### config.mk
export PLATFORM = sky130hd
export DESIGN_NAME = torque_tangent_projection
export DESIGN_NICKNAME = d
export VERILOG_FILES = /design/src/design/ttp_pkg.sv /design/src/design/torque_tangent_projection.sv /design/src/design/ttp_front.sv /design/src/design/ttp_queue.sv /design/src/design/ttp_back.sv
export SDC_FILE = /design/constraint.sdc
export NUM_CORES = 2
export LEC_CHECK = 0
export BUFFER_PORTS_ARGS = -buffer_cell sky130_fd_sc_hd__buf_4
export CAP_MARGIN = 10
export CORE_UTILIZATION = 59
export DETAILED_ROUTE_END_ITERATION = 12
export PLACE_DENSITY = 0.78
export SYNTH_ARGS = -nofsm -noshare
export SYNTH_HDL_FRONTEND = slang
export SYNTH_SLANG_ARGS = --single-unit
### constraint.sdc
create_clock -name clk -period 16.63 [get_ports clk]
set_input_delay 2.4945 -clock clk [delete_from_list [all_inputs] [get_ports clk]]
set_output_delay 2.4945 -clock clk [all_outputs]
set_load 0.1 [all_outputs]
### src/design/ttp_pkg.sv
// ----------------------------------------------------------------------------
// ttp_pkg: shared types and constants for the torque tangent projection
// Word formats, fixed-point widths, register indexes and the back-end states.
// ----------------------------------------------------------------------------
package ttp_pkg;

    localparam int UNIT_FRAC_BITS = 16;
    localparam int FIELD_BITS     = 20;
    localparam int OUT_BITS       = 48;
    localparam int UNIT_W         = UNIT_FRAC_BITS + 2;
    localparam int GAIN_W         = 24;
    localparam int PEAK_W         = OUT_BITS - 1;
    localparam int CFG_DATA_W     = PEAK_W;
    localparam int CFG_INDEX_W    = 2;
    localparam int QUEUE_DEPTH    = 2;

    // exact cross product, rounded cross, exact dot, rounded dot
    localparam int CROSS_W = UNIT_W + FIELD_BITS + 1;
    localparam int C_W     = CROSS_W - UNIT_FRAC_BITS;
    localparam int DOT_W   = C_W + UNIT_W + 2;
    localparam int D_W     = DOT_W - UNIT_FRAC_BITS;

    // shared multiplier operands
    localparam int OPA_W  = D_W;
    localparam int OPB_W  = GAIN_W + 1;
    localparam int PROD_W = OPA_W + OPB_W;
    localparam int R_W    = PROD_W + 1;

    typedef enum logic [CFG_INDEX_W-1:0] {
        CFG_GYRO_GAIN   = 2'd0,
        CFG_ZERO_THRESH = 2'd1
    } cfg_index_t;

    typedef enum logic [1:0] {
        STATUS_OK   = 2'd0,
        STATUS_WARN = 2'd1,
        STATUS_OVF  = 2'd2
    } status_t;

    typedef enum logic [2:0] {
        ST_IDLE,
        ST_CROSS,
        ST_DOT,
        ST_SCALE,
        ST_SAT,
        ST_EMIT
    } state_t;

    typedef struct packed {
        logic [3*UNIT_W-1:0]     magnet_vec;
        logic [3*UNIT_W-1:0]     basis_one_vec;
        logic [3*UNIT_W-1:0]     basis_two_vec;
        logic [3*FIELD_BITS-1:0] field_re_vec;
        logic [3*FIELD_BITS-1:0] field_im_vec;
        logic                    is_last_node;
    } in_word_t;

    typedef struct packed {
        logic signed [OUT_BITS-1:0] rhs_one_re;
        logic signed [OUT_BITS-1:0] rhs_two_re;
        logic signed [OUT_BITS-1:0] rhs_one_im;
        logic signed [OUT_BITS-1:0] rhs_two_im;
        logic [PEAK_W-1:0]          peak_drive;
        status_t                    final_status;
        logic                       last_out;
    } out_word_t;

    typedef struct packed {
        logic [2:0][UNIT_W-1:0]     m;
        logic [2:0][UNIT_W-1:0]     e1;
        logic [2:0][UNIT_W-1:0]     e2;
        logic [2:0][FIELD_BITS-1:0] hr;
        logic [2:0][FIELD_BITS-1:0] hi;
        logic                       last;
        logic                       im_zero;
    } job_t;

endpackage

### src/design/torque_tangent_projection.sv
// ----------------------------------------------------------------------------
// torque_tangent_projection: per-node torque projection onto tangent basis
// Computes -gamma*(m x h) for real and imaginary drive, projects onto e1/e2,
// tracks peak magnitude and overflow, reports status on the last node.
// ----------------------------------------------------------------------------
// The back end skips the imaginary half of a node word when its imaginary field
// is all zero; every multiply goes through one shared 27x25 multiplier. The
// front end and a short job queue take new words while the back end works, and a
// finished word waits in the output register without holding up the next node.
// Registers are to be written only while idle, by the user; the block does not check.
module torque_tangent_projection #(
    parameter int QUEUE_DEPTH = ttp_pkg::QUEUE_DEPTH
) (
    input  logic                              clk,
    input  logic                              rst_n,
    input  logic                              cfg_wr_en,
    input  logic [ttp_pkg::CFG_INDEX_W-1:0]   cfg_index,
    input  logic [ttp_pkg::CFG_DATA_W-1:0]    cfg_data,
    input  logic                              in_valid,
    output logic                              in_stall,
    input  ttp_pkg::in_word_t                 in_word,
    output logic                              out_valid,
    input  logic                              out_stall,
    output ttp_pkg::out_word_t                out_word
);
    import ttp_pkg::*;

    logic [GAIN_W-1:0] gain_reg, gain_next;
    logic [PEAK_W-1:0] thresh_reg, thresh_next;
    logic q_full, q_push, q_pop, q_empty;
    job_t q_wdata, q_rdata;

    always_comb
    begin
        gain_next   = gain_reg;
        thresh_next = thresh_reg;
        if (cfg_wr_en)
        begin
            case (cfg_index)
                CFG_GYRO_GAIN:   gain_next   = cfg_data[GAIN_W-1:0];
                CFG_ZERO_THRESH: thresh_next = cfg_data[PEAK_W-1:0];
                default:         ;
            endcase
        end
    end

    always_ff @(posedge clk or negedge rst_n)
    begin
        if (!rst_n)
        begin
            gain_reg   <= GAIN_W'(1);
            thresh_reg <= '0;
        end
        else
        begin
            gain_reg   <= gain_next;
            thresh_reg <= thresh_next;
        end
    end

    ttp_front u_front (
        .in_valid (in_valid),
        .in_stall (in_stall),
        .in_word  (in_word),
        .q_full   (q_full),
        .q_push   (q_push),
        .q_data   (q_wdata)
    );

    ttp_queue #(
        .DEPTH (QUEUE_DEPTH)
    ) u_queue (
        .clk       (clk),
        .rst_n     (rst_n),
        .push      (q_push),
        .push_data (q_wdata),
        .full      (q_full),
        .pop       (q_pop),
        .pop_data  (q_rdata),
        .empty     (q_empty)
    );

    ttp_back u_back (
        .clk            (clk),
        .rst_n          (rst_n),
        .q_empty        (q_empty),
        .q_data         (q_rdata),
        .q_pop          (q_pop),
        .gyro_gain      (gain_reg),
        .zero_threshold (thresh_reg),
        .out_valid      (out_valid),
        .out_stall      (out_stall),
        .out_word       (out_word)
    );

endmodule

### src/design/ttp_front.sv
// ----------------------------------------------------------------------------
// ttp_front: input side
// Accepts node words, splits them into components and tags an all-zero
// imaginary field so the back end can skip that half.
// ----------------------------------------------------------------------------
module ttp_front (
    input  logic              in_valid,
    output logic              in_stall,
    input  ttp_pkg::in_word_t in_word,
    input  logic              q_full,
    output logic              q_push,
    output ttp_pkg::job_t     q_data
);
    import ttp_pkg::*;

    assign in_stall = q_full;
    assign q_push   = in_valid && !q_full;

    always_comb
    begin
        for (int i = 0; i < 3; i++)
        begin
            q_data.m[i]  = in_word.magnet_vec[i*UNIT_W +: UNIT_W];
            q_data.e1[i] = in_word.basis_one_vec[i*UNIT_W +: UNIT_W];
            q_data.e2[i] = in_word.basis_two_vec[i*UNIT_W +: UNIT_W];
            q_data.hr[i] = in_word.field_re_vec[i*FIELD_BITS +: FIELD_BITS];
            q_data.hi[i] = in_word.field_im_vec[i*FIELD_BITS +: FIELD_BITS];
        end
        q_data.last    = in_word.is_last_node;
        q_data.im_zero = (in_word.field_im_vec == '0);
    end

endmodule

### src/design/ttp_queue.sv
// ----------------------------------------------------------------------------
// ttp_queue: job queue
// Short FIFO between the front and back ends.
// ----------------------------------------------------------------------------
module ttp_queue #(
    parameter int DEPTH = ttp_pkg::QUEUE_DEPTH
) (
    input  logic          clk,
    input  logic          rst_n,
    input  logic          push,
    input  ttp_pkg::job_t push_data,
    output logic          full,
    input  logic          pop,
    output ttp_pkg::job_t pop_data,
    output logic          empty
);
    import ttp_pkg::*;

    localparam int PTR_W = (DEPTH > 1) ? $clog2(DEPTH) : 1;
    localparam int CNT_W = $clog2(DEPTH + 1);

    job_t             mem [DEPTH];
    logic [PTR_W-1:0] wr_ptr_reg, wr_ptr_next;
    logic [PTR_W-1:0] rd_ptr_reg, rd_ptr_next;
    logic [CNT_W-1:0] count_reg, count_next;

    assign full     = (count_reg == CNT_W'(DEPTH));
    assign empty    = (count_reg == '0);
    assign pop_data = mem[rd_ptr_reg];

    always_comb
    begin
        wr_ptr_next = wr_ptr_reg;
        rd_ptr_next = rd_ptr_reg;
        count_next  = count_reg;
        if (push)
        begin
            wr_ptr_next = (wr_ptr_reg == PTR_W'(DEPTH - 1)) ? '0 : wr_ptr_reg + 1'b1;
        end
        if (pop)
        begin
            rd_ptr_next = (rd_ptr_reg == PTR_W'(DEPTH - 1)) ? '0 : rd_ptr_reg + 1'b1;
        end
        if (push && !pop)
        begin
            count_next = count_reg + 1'b1;
        end
        else if (pop && !push)
        begin
            count_next = count_reg - 1'b1;
        end
    end

    always_ff @(posedge clk or negedge rst_n)
    begin
        if (!rst_n)
        begin
            wr_ptr_reg <= '0;
            rd_ptr_reg <= '0;
            count_reg  <= '0;
        end
        else
        begin
            wr_ptr_reg <= wr_ptr_next;
            rd_ptr_reg <= rd_ptr_next;
            count_reg  <= count_next;
        end
    end

    always_ff @(posedge clk)
    begin
        if (push)
        begin
            mem[wr_ptr_reg] <= push_data;
        end
    end

endmodule

### src/design/ttp_back.sv
// ----------------------------------------------------------------------------
// ttp_back: projection engine
// Runs cross products, projections and gain scaling on one shared
// multiplier, tracks the running peak and overflow, and holds the result word.
// ----------------------------------------------------------------------------
module ttp_back (
    input  logic                          clk,
    input  logic                          rst_n,
    input  logic                          q_empty,
    input  ttp_pkg::job_t                 q_data,
    output logic                          q_pop,
    input  logic [ttp_pkg::GAIN_W-1:0]    gyro_gain,
    input  logic [ttp_pkg::PEAK_W-1:0]    zero_threshold,
    output logic                          out_valid,
    input  logic                          out_stall,
    output ttp_pkg::out_word_t            out_word
);
    import ttp_pkg::*;

    localparam logic [CROSS_W-1:0] HALF_C = CROSS_W'(1) << (UNIT_FRAC_BITS - 1);
    localparam logic [DOT_W-1:0]   HALF_D = DOT_W'(1) << (UNIT_FRAC_BITS - 1);
    localparam logic signed [R_W-1:0] SAT_HI =
        {{(R_W-OUT_BITS+1){1'b0}}, {(OUT_BITS-1){1'b1}}};
    localparam logic signed [R_W-1:0] SAT_LO =
        {{(R_W-OUT_BITS+1){1'b1}}, {(OUT_BITS-1){1'b0}}};

    state_t state_reg, state_next;
    logic       fld_reg, fld_next;
    logic       prj_reg, prj_next;
    logic [1:0] k_reg, k_next;
    logic       half_reg, half_next;

    job_t                        job_reg, job_next;
    logic [2:0][C_W-1:0]         c_reg, c_next;
    logic signed [DOT_W-1:0]     acc_reg, acc_next;
    logic signed [D_W-1:0]       d_reg, d_next;
    logic signed [PROD_W-1:0]    prod_reg, prod_next;
    logic [3:0][OUT_BITS-1:0]    rhs_reg, rhs_next;
    logic [PEAK_W-1:0]           peak_reg, peak_next;
    logic                        ovf_reg, ovf_next;
    logic                        out_valid_reg, out_valid_next;
    out_word_t                   out_word_reg, out_word_next;

    logic signed [OPA_W-1:0]   opa;
    logic signed [OPB_W-1:0]   opb;
    logic signed [PROD_W-1:0]  prod;
    logic [1:0]                i1, i2;
    logic [2:0][FIELD_BITS-1:0] h;
    logic [2:0][UNIT_W-1:0]    e;
    logic signed [CROSS_W-1:0] diff;
    logic signed [CROSS_W-1:0] diff_rnd;
    logic signed [DOT_W-1:0]   dot_sum;
    logic signed [DOT_W-1:0]   dot_rnd;
    logic signed [R_W-1:0]     neg_v;
    logic [OUT_BITS-1:0]       r_sat;
    logic                      r_clip;
    logic [OUT_BITS-1:0]       r_mag;
    logic [PEAK_W-1:0]         r_peak;
    logic                      emit_load;
    status_t                   status;

    assign out_valid = out_valid_reg;
    assign out_word  = out_word_reg;
    assign emit_load = (state_reg == ST_EMIT) && (!out_valid_reg || !out_stall);
    assign q_pop     = (state_reg == ST_IDLE) && !q_empty;

    // next state
    always_comb
    begin
        state_next = state_reg;
        case (state_reg)
            ST_IDLE:
            begin
                if (!q_empty)
                begin
                    state_next = ST_CROSS;
                end
            end
            ST_CROSS:
            begin
                if (half_reg && k_reg == 2'd2)
                begin
                    state_next = ST_DOT;
                end
            end
            ST_DOT:
            begin
                if (k_reg == 2'd2)
                begin
                    state_next = ST_SCALE;
                end
            end
            ST_SCALE:
            begin
                state_next = ST_SAT;
            end
            ST_SAT:
            begin
                if (!prj_reg)
                begin
                    state_next = ST_DOT;
                end
                else if (!fld_reg && !job_reg.im_zero)
                begin
                    state_next = ST_CROSS;
                end
                else
                begin
                    state_next = ST_EMIT;
                end
            end
            ST_EMIT:
            begin
                if (emit_load)
                begin
                    state_next = ST_IDLE;
                end
            end
            default:
            begin
                state_next = ST_IDLE;
            end
        endcase
    end

    // operand selection and shared multiplier
    always_comb
    begin
        case (k_reg)
            2'd0:    begin i1 = 2'd1; i2 = 2'd2; end
            2'd1:    begin i1 = 2'd2; i2 = 2'd0; end
            default: begin i1 = 2'd0; i2 = 2'd1; end
        endcase
        h = fld_reg ? job_reg.hi : job_reg.hr;
        e = prj_reg ? job_reg.e2 : job_reg.e1;
        case (state_reg)
            ST_CROSS:
            begin
                if (!half_reg)
                begin
                    opa = OPA_W'($signed(job_reg.m[i1]));
                    opb = OPB_W'($signed(h[i2]));
                end
                else
                begin
                    opa = OPA_W'($signed(job_reg.m[i2]));
                    opb = OPB_W'($signed(h[i1]));
                end
            end
            ST_DOT:
            begin
                opa = OPA_W'($signed(c_reg[k_reg]));
                opb = OPB_W'($signed(e[k_reg]));
            end
            default:
            begin
                opa = d_reg;
                opb = $signed({1'b0, gyro_gain});
            end
        endcase
        prod = opa * opb;
    end

    // datapath and counters
    always_comb
    begin
        fld_next      = fld_reg;
        prj_next      = prj_reg;
        k_next        = k_reg;
        half_next     = half_reg;
        job_next      = job_reg;
        c_next        = c_reg;
        acc_next      = acc_reg;
        d_next        = d_reg;
        prod_next     = prod_reg;
        rhs_next      = rhs_reg;
        peak_next     = peak_reg;
        ovf_next      = ovf_reg;
        out_word_next = out_word_reg;

        diff     = $signed(acc_reg[CROSS_W-1:0]) - $signed(prod[CROSS_W-1:0]);
        diff_rnd = diff + $signed(HALF_C);
        dot_sum  = acc_reg + $signed(prod[DOT_W-1:0]);
        dot_rnd  = dot_sum + $signed(HALF_D);

        neg_v = -$signed({prod_reg[PROD_W-1], prod_reg});
        if (neg_v > SAT_HI)
        begin
            r_sat  = SAT_HI[OUT_BITS-1:0];
            r_clip = 1'b1;
        end
        else if (neg_v < SAT_LO)
        begin
            r_sat  = SAT_LO[OUT_BITS-1:0];
            r_clip = 1'b1;
        end
        else
        begin
            r_sat  = neg_v[OUT_BITS-1:0];
            r_clip = 1'b0;
        end
        r_mag  = r_sat[OUT_BITS-1] ? (~r_sat + 1'b1) : r_sat;
        r_peak = r_mag[OUT_BITS-1] ? {PEAK_W{1'b1}} : r_mag[PEAK_W-1:0];

        if (!job_reg.last)
        begin
            status = STATUS_OK;
        end
        else if (ovf_reg)
        begin
            status = STATUS_OVF;
        end
        else if (peak_reg <= zero_threshold)
        begin
            status = STATUS_WARN;
        end
        else
        begin
            status = STATUS_OK;
        end

        case (state_reg)
            ST_IDLE:
            begin
                if (!q_empty)
                begin
                    job_next  = q_data;
                    fld_next  = 1'b0;
                    prj_next  = 1'b0;
                    k_next    = 2'd0;
                    half_next = 1'b0;
                    rhs_next  = '0;
                end
            end
            ST_CROSS:
            begin
                if (!half_reg)
                begin
                    acc_next  = DOT_W'($signed(prod[CROSS_W-1:0]));
                    half_next = 1'b1;
                end
                else
                begin
                    c_next[k_reg] = diff_rnd[CROSS_W-1:UNIT_FRAC_BITS];
                    half_next     = 1'b0;
                    k_next        = (k_reg == 2'd2) ? 2'd0 : k_reg + 2'd1;
                    if (k_reg == 2'd2)
                    begin
                        prj_next = 1'b0;
                    end
                end
            end
            ST_DOT:
            begin
                if (k_reg == 2'd0)
                begin
                    acc_next = $signed(prod[DOT_W-1:0]);
                    k_next   = 2'd1;
                end
                else if (k_reg == 2'd1)
                begin
                    acc_next = dot_sum;
                    k_next   = 2'd2;
                end
                else
                begin
                    d_next = dot_rnd[DOT_W-1:UNIT_FRAC_BITS];
                    k_next = 2'd0;
                end
            end
            ST_SCALE:
            begin
                prod_next = prod;
            end
            ST_SAT:
            begin
                rhs_next[{fld_reg, prj_reg}] = r_sat;
                if (r_clip)
                begin
                    ovf_next = 1'b1;
                end
                if (r_peak > peak_reg)
                begin
                    peak_next = r_peak;
                end
                if (!prj_reg)
                begin
                    prj_next = 1'b1;
                end
                else if (!fld_reg && !job_reg.im_zero)
                begin
                    fld_next = 1'b1;
                    prj_next = 1'b0;
                end
            end
            ST_EMIT:
            begin
                if (emit_load)
                begin
                    out_word_next.rhs_one_re   = rhs_reg[0];
                    out_word_next.rhs_two_re   = rhs_reg[1];
                    out_word_next.rhs_one_im   = rhs_reg[2];
                    out_word_next.rhs_two_im   = rhs_reg[3];
                    out_word_next.peak_drive   = peak_reg;
                    out_word_next.final_status = status;
                    out_word_next.last_out     = job_reg.last;
                    if (job_reg.last)
                    begin
                        peak_next = '0;
                        ovf_next  = 1'b0;
                    end
                end
            end
            default:
            begin
            end
        endcase

        if (emit_load)
        begin
            out_valid_next = 1'b1;
        end
        else if (!out_stall)
        begin
            out_valid_next = 1'b0;
        end
        else
        begin
            out_valid_next = out_valid_reg;
        end
    end

    always_ff @(posedge clk or negedge rst_n)
    begin
        if (!rst_n)
        begin
            state_reg     <= ST_IDLE;
            fld_reg       <= 1'b0;
            prj_reg       <= 1'b0;
            k_reg         <= 2'd0;
            half_reg      <= 1'b0;
            peak_reg      <= '0;
            ovf_reg       <= 1'b0;
            out_valid_reg <= 1'b0;
        end
        else
        begin
            state_reg     <= state_next;
            fld_reg       <= fld_next;
            prj_reg       <= prj_next;
            k_reg         <= k_next;
            half_reg      <= half_next;
            peak_reg      <= peak_next;
            ovf_reg       <= ovf_next;
            out_valid_reg <= out_valid_next;
        end
    end

    always_ff @(posedge clk)
    begin
        job_reg      <= job_next;
        c_reg        <= c_next;
        acc_reg      <= acc_next;
        d_reg        <= d_next;
        prod_reg     <= prod_next;
        rhs_reg      <= rhs_next;
        out_word_reg <= out_word_next;
    end

    a_emit_fills: assert property (@(posedge clk) disable iff (!rst_n)
        (state_reg == ST_EMIT && !out_valid_reg) |=> out_valid_reg)
        else $error("emit did not load output");

    a_status_last: assert property (@(posedge clk) disable iff (!rst_n)
        (out_valid_reg && out_word_reg.final_status != STATUS_OK)
            |-> out_word_reg.last_out)
        else $error("status on non-last word");

    a_clear_after_last: assert property (@(posedge clk) disable iff (!rst_n)
        (emit_load && job_reg.last) |=> (peak_reg == '0 && !ovf_reg))
        else $error("running state not cleared");

    a_k_range: assert property (@(posedge clk) disable iff (!rst_n)
        k_reg != 2'd3)
        else $error("component index out of range");

endmodule

; ---- Yosys cells after proc, flatten, opt, wreduce, memory -nomap -nowiden
; Memory sizes are Yosys's and may differ from the RTL's. A register that Yosys moved wholly into a read port is not among the register bits.
; Cells that the tools add are included.
[word_totals]
register_bits = 757
ramBits = 568
inputBits = 337
out_inout_bits = 244
n_memories = 1
[op_classes]
addsub = 11
n_mul = 1
n_lt_le_gt_ge = 10
n_eq_ne = 23
n_mux = 80
n_bitwise = 5
reduce_logical = 46
[mem_list]
columns = name, depth, word_bits, read_ports, rd_ports_with_merged_regs, write_ports, line_no
row1 = u_queue.mem, 2, 284, 1, 1, 1, ttp_queue.sv:22  ; job_t mem [DEPTH];
[op_table]
columns = op, n
row1 = one-hot mux 192 bit (2 select lines), 1
row2 = bitwise mux 192 bit, 1
row3 = two-way mux 192 bit, 1
row4 = two-way mux 48 bit, 4
row5 = two-way mux 47 bit, 4
row6 = two-way mux 43 bit, 3
row7 = binary-select mux 18 bit (select 2 bit), 3
row8 = demux 48 bit (select 2 bit), 1
row9 = one-hot mux 47 bit (2 select lines), 1
row10 = one-hot mux 43 bit (2 select lines), 1
row11 = binary-select mux 20 bit (select 2 bit), 2
row12 = bitwise mux 69 bit, 1
row13 = logical NOT 60 bit, 1
row14 = two-way mux 60 bit, 1
row15 = two-way mux 18 bit, 3
row16 = two-way mux 54 bit, 1
row17 = one-hot mux 27 bit (2 select lines), 1
row18 = "greater-than comparator 53 x 48 -> 1 bit, second input constant", 1
row19 = "less-than comparator 53 x 48 -> 1 bit, second input constant", 1
row20 = negator 52 -> 53 bit, 1
row21 = multiplier 27 x 25 -> 52 bit, 1
row22 = one-hot mux 25 bit (2 select lines), 1
row23 = "adder 48 x 1 -> 48 bit, second input constant", 1
row24 = NOT 48 bit, 1
row25 = other kinds (45), 139

; ---- Longest topological paths before layout
[logic_depth]
depth_word = 11
mapped_depth = 52

; ---- Hierarchy
; Synthesis repeated with hierarchy kept, for this count alone.
[hier_totals]
hier_cells = 8062
area_unflattened_um2 = 98737.2
[by_module_without_submodules]
columns = mod, instances, cells_per_inst, area_each_um2, seq_area_each_um2
row1 = ttp_back, 1, 6705, 72796.1, 28722.5
row2 = ttp_queue, 1, 900, 20857.5, 17156.5
row3 = torque_tangent_projection, 1, 151, 2788.9, 1778.0
row4 = ttp_front, 1, 306, 2294.7, 0.0

; ---- Least setup slack after synthesis
; Ideal clock, no wire load.
[synth_path]
path_type = input to register
start = input out_stall
end = register u_back.peak_reg[15]
arrival_time_ps = 16183
setup_slack_ps = 315
stages = 7
path_cell_list = a21oi_1 o22a_1 o211ai_1 buf_2 clkbuf_1 a22oi_1 o31ai_1
[synth_between]
elab_chain_len = 5
[synth_lines]
columns = element, line_no
row1 = start: declaration, torque_tangent_projection.sv:23  ; input logic out_stall,
row2 = logical NOT 1 bit, ttp_back.sv:64  ; assign emit_load = (state_reg == ST_EMIT) && (!out_valid_reg || !out_stall);
row3 = logical OR 1 bit, ttp_back.sv:64
row4 = logical AND 1 bit, ttp_back.sv:64
row5 = inequality test 2 x 1 -> 1 bit (no line), -
row6 = AND reduction 4 bit (no line), -
row7 = end signal: assignment, ttp_back.sv:353  ; peak_reg <= peak_next;
row8 = end: declaration, ttp_back.sv:39  ; logic [PEAK_W-1:0] peak_reg, peak_next;
; Every way passes these cells.
; A chain may end at the register's enable or synchronous reset.

; ---- Worst setup path in the final report
[layout_path]
start = register u_back.half_reg
end = register u_back.d_reg[26] (data pin)
[layout_between]
elab_chain_len = 5
[layout_lines]
columns = element, line_no
row1 = start: declaration, ttp_back.sv:31  ; logic half_reg, half_next;
row2 = start signal: assignment, ttp_back.sv:352  ; half_reg <= half_next;
row3 = two-way mux 27 bit / two-way mux 25 bit (equally long branches), ttp_back.sv:139  ; if (!half_reg)
row4 = one-hot mux 27 bit (2 select lines) / one-hot mux 25 bit (2 select lines) (equally long branches), ttp_back.sv:136  ; case (state_reg)
row5 = multiplier 27 x 25 -> 52 bit *, ttp_back.sv:161  ; prod = opa * opb;
row6 = via u_back.prod[16], ttp_back.sv:46  ; logic signed [PROD_W-1:0] prod;
row7 = adder 43 bit *, ttp_back.sv:183  ; dot_sum = acc_reg + $signed(prod[DOT_W-1:0]);
row8 = adder 43 x 17 -> 43 bit *, ttp_back.sv:184  ; dot_rnd = dot_sum + $signed(HALF_D);
row9 = via u_back.dot_rnd[42], ttp_back.sv:53  ; logic signed [DOT_W-1:0] dot_rnd;
row10 = end signal: assignment, ttp_back.sv:364  ; d_reg <= d_next;
row11 = end: declaration, ttp_back.sv:36  ; logic signed [D_W-1:0] d_reg, d_next;
; The timed path passes the listed nets; every way through them passes the cells marked *.

==> impl_metrics.tcl <==
set metrics [dict create \
    fin_nets 9610 \
    ys_seq_elements 1609 \
    ff2ff_setup_slack_ns 2.56 \
    drcViolationCount 0 \
    end_kind "register" \
    worst_setup_path_start_kind "register" \
    hpwl_microns 211000 \
    reg2reg_depth 40 \
    dieArea_sq_mm 0.164 \
    postSynthCellCount 7695 \
    avgSynthCellArea_sq_um 12.4 \
    worstPathRequired_ns 17.13 \
    dpl_worst_slack_ns 2.82 \
    largest_reg_flops 568 \
    syn_area_sq_mm 0.0957 \
    hold_viol_final 0 \
    final_common_cell "edfxtp_1" \
    maxCapViolations 0 \
    hold_buffers 0 \
    drive_gt1_share_pct 17.4 \
    wire_per_inst_microns 26.6 \
    synthArstFlopShare_pct 8.20 \
    htreeDepth 4 \
    layout_setup_ws_ns 2.56 \
    min_period_ns 14.07 \
    dp_cells 10200 \
    r2r_start "u_back.half_reg" \
    fp.dieW_microns 405 \
    ys_warn_count 0 \
    hold_class "reg -> reg" \
    clk_pin_slew_ns 0.06 \
    grt_antenna_before_repair 18 \
    finalClockSkew_ns 0.0791 \
    initial_utilization_pct 59.5 \
    grt_first_pass_wirelength_microns 412000 \
    critPathLaunch "u_back.half_reg" \
    cpPeakStageDelay_ns 1.01 \
    crit_path_end "u_back.d_reg[26]" \
    timing.fmax_mhz 71.1 \
    grt_pass1_vias 64300 \
    drtIter0Drc 6465 \
    placementRows 147 \
    ys_seq_area_share_pct 49.8 \
    maxSlewViolCount 0 \
    final.period_utilization_pct 84.6 \
    setup_violations 0 \
    post_cts_buffers 0 \
    grt_max_degree 198 \
    dr.pass1.iters 6 \
    ios 581 \
    io_buffers 580 \
    synth_flop_cell "edfxtp_1" \
    path_max_fanout 65 \
    finalWirelength_microns 280000 \
    crit_type "reg -> reg" \
    gp_congestion 0.994 \
    layout.cells.non_filler 10500 \
    place_area_sq_mm 0.103 \
    vias_per_cell 6.06 \
    cts_resized 0 \
    grt_overflow 0 \
    finalSetupTns_ns 0 \
    core_sq_mm 0.161 \
    final_cell_mix "edfxtp_1, inv_1, buf_4" \
    slew-limit-headroom_pct 10.2 \
    clkSinkCount 1609 \
    vias 63600 \
    rsz0062_at_grt "no" \
    detail-route-antenna-nets 0 \
    syn_nets 9106 \
    clockRootBuffer "clkbuf_16" \
    yosysUniqueCellTypes 105 \
    slowest_stage "dfrtp_4" \
    dieHeight_microns 405 \
    clkLatencyLatePin_ns 0.82 \
    outcome "complete, no violations" \
    tightest_slew_ns 1.34 \
    crit_top_cell "fa_1" \
    fin_area_sq_mm 0.108 \
    syn2layout_area_growth_pct 12.5 \
    cts_tree "built" \
    cts_max_path_buffers 3 \
    cts_buffers 157 \
    synth-edff-count 1477 \
    cp_data_arrival_time_ns 14.57 \
    grt.total_usage_pct 34.3 \
    timing.rr.end "u_back.d_reg[26]" \
    nFillCells 11500 \
]
## worst min path at each step
stage	start	end	slack, ns	cells after the start
6_report	u_back.rhs_reg[165]	u_back.out_word[71]	0.43	0
3_3_place_gp	u_back.rhs_reg[44]	u_back.out_word[238]	0.43	0
3_5_place_dp	u_back.rhs_reg[73]	u_back.out_word[171]	0.43	0
4_1_cts	u_back.rhs_reg[165]	u_back.out_word[71]	0.42	0
2_1_floorplan	u_back.rhs_reg[47]	u_back.out_word[241]	0.42	0
5_1_grt	u_back.rhs_reg[165]	u_back.out_word[71]	0.45	0
## stage by stage
stage	util, %	hold slack (ns)
floorplan	-	0.420
global placement	63.8	0.434
detailed placement	63.8	0.434
CTS	67.0	0.417
global route	67.0	0.445
finish	67.0	0.427
## cell usage after synthesis (15+ instances only)
library cell,count,area (sq um)
nand3_1,56,280
a31oi_1,19,119
nor3b_1,15,113
xor2_1,94,823
nor3_1,70,350
o211ai_1,22,165
inv_1,910,3420
a21oi_1,270,1350
or3_1,17,106
dfrtp_1,131,3280
fa_1,706,14100
o21a_1,34,255
o21ai_1,20,100
or2_2,16,100
nand2b_1,80,500
a211oi_1,242,1820
a221oi_1,23,201
ha_1,368,4600
nand2_1,618,2320
nor2b_1,65,407
nand4_1,57,357
and2_1,29,181
a22o_1,18,158
nor4_1,41,257
o21ai_0,220,1100
mux2_2,363,4090
mux2i_1,132,1320
o21bai_1,15,113
buf_1,21,78.8
mux4_2,54,1220
xnor2_1,128,1120
a21o_1,85,638
edfxtp_1,1477,44400
clkbuf_1,323,1210
nor2_1,673,2530
and3_1,24,150
## cell families after synthesis
group	synth area share [%]
buffers and inverters	5.07
AO/OA/AOI/OAI	7.83
XOR/XNOR	2.05
flip-flops	49.8
adder cells (fa/ha/maj)	19.6
multiplexers	6.92
AND/OR/NAND/NOR	8.76
## routing by layer
metal	wire, microns	vias up	part of all wire, %	track usage [%]
li1	-	27800	-	-
met5	45	-	0.016	0
met3	25700	556	9.2	7.65
met4	13000	8	4.7	14.1
met1	108000	32000	39	45.2
met2	133000	3241	48	55.4
## worst max-delay path: cells and delay by family, from the launching register on
kind | cells | cell delay (ns)
compound gates | 10 | 3.53
xor+xnor | 2 | 0.44
fa+ha+maj | 9 | 4.09
buf+inv | 5 | 0.83
flops | 1 | 1.01
mux | 1 | 0.16
simple gates | 13 | 3.63
## cell type report
type / count / area, sq um / share of cell area, %
sequential: 1609 / 47700 / 44.3
multi-input combinational: 4810 / 43400 / 40.3
timing repair buffer: 711 / 5390 / 5.01
clock buffer: 203 / 4130 / 3.84
inverter: 910 / 3420 / 3.18
tap: 2160 / 2700 / 2.51
clock inverter: 84 / 962 / 0.893
antenna: 8 / 20.0 / 0.0186
Power is not shown: default switching activity piles up to over one toggle a cycle in this logic, so the estimate is an artifact.
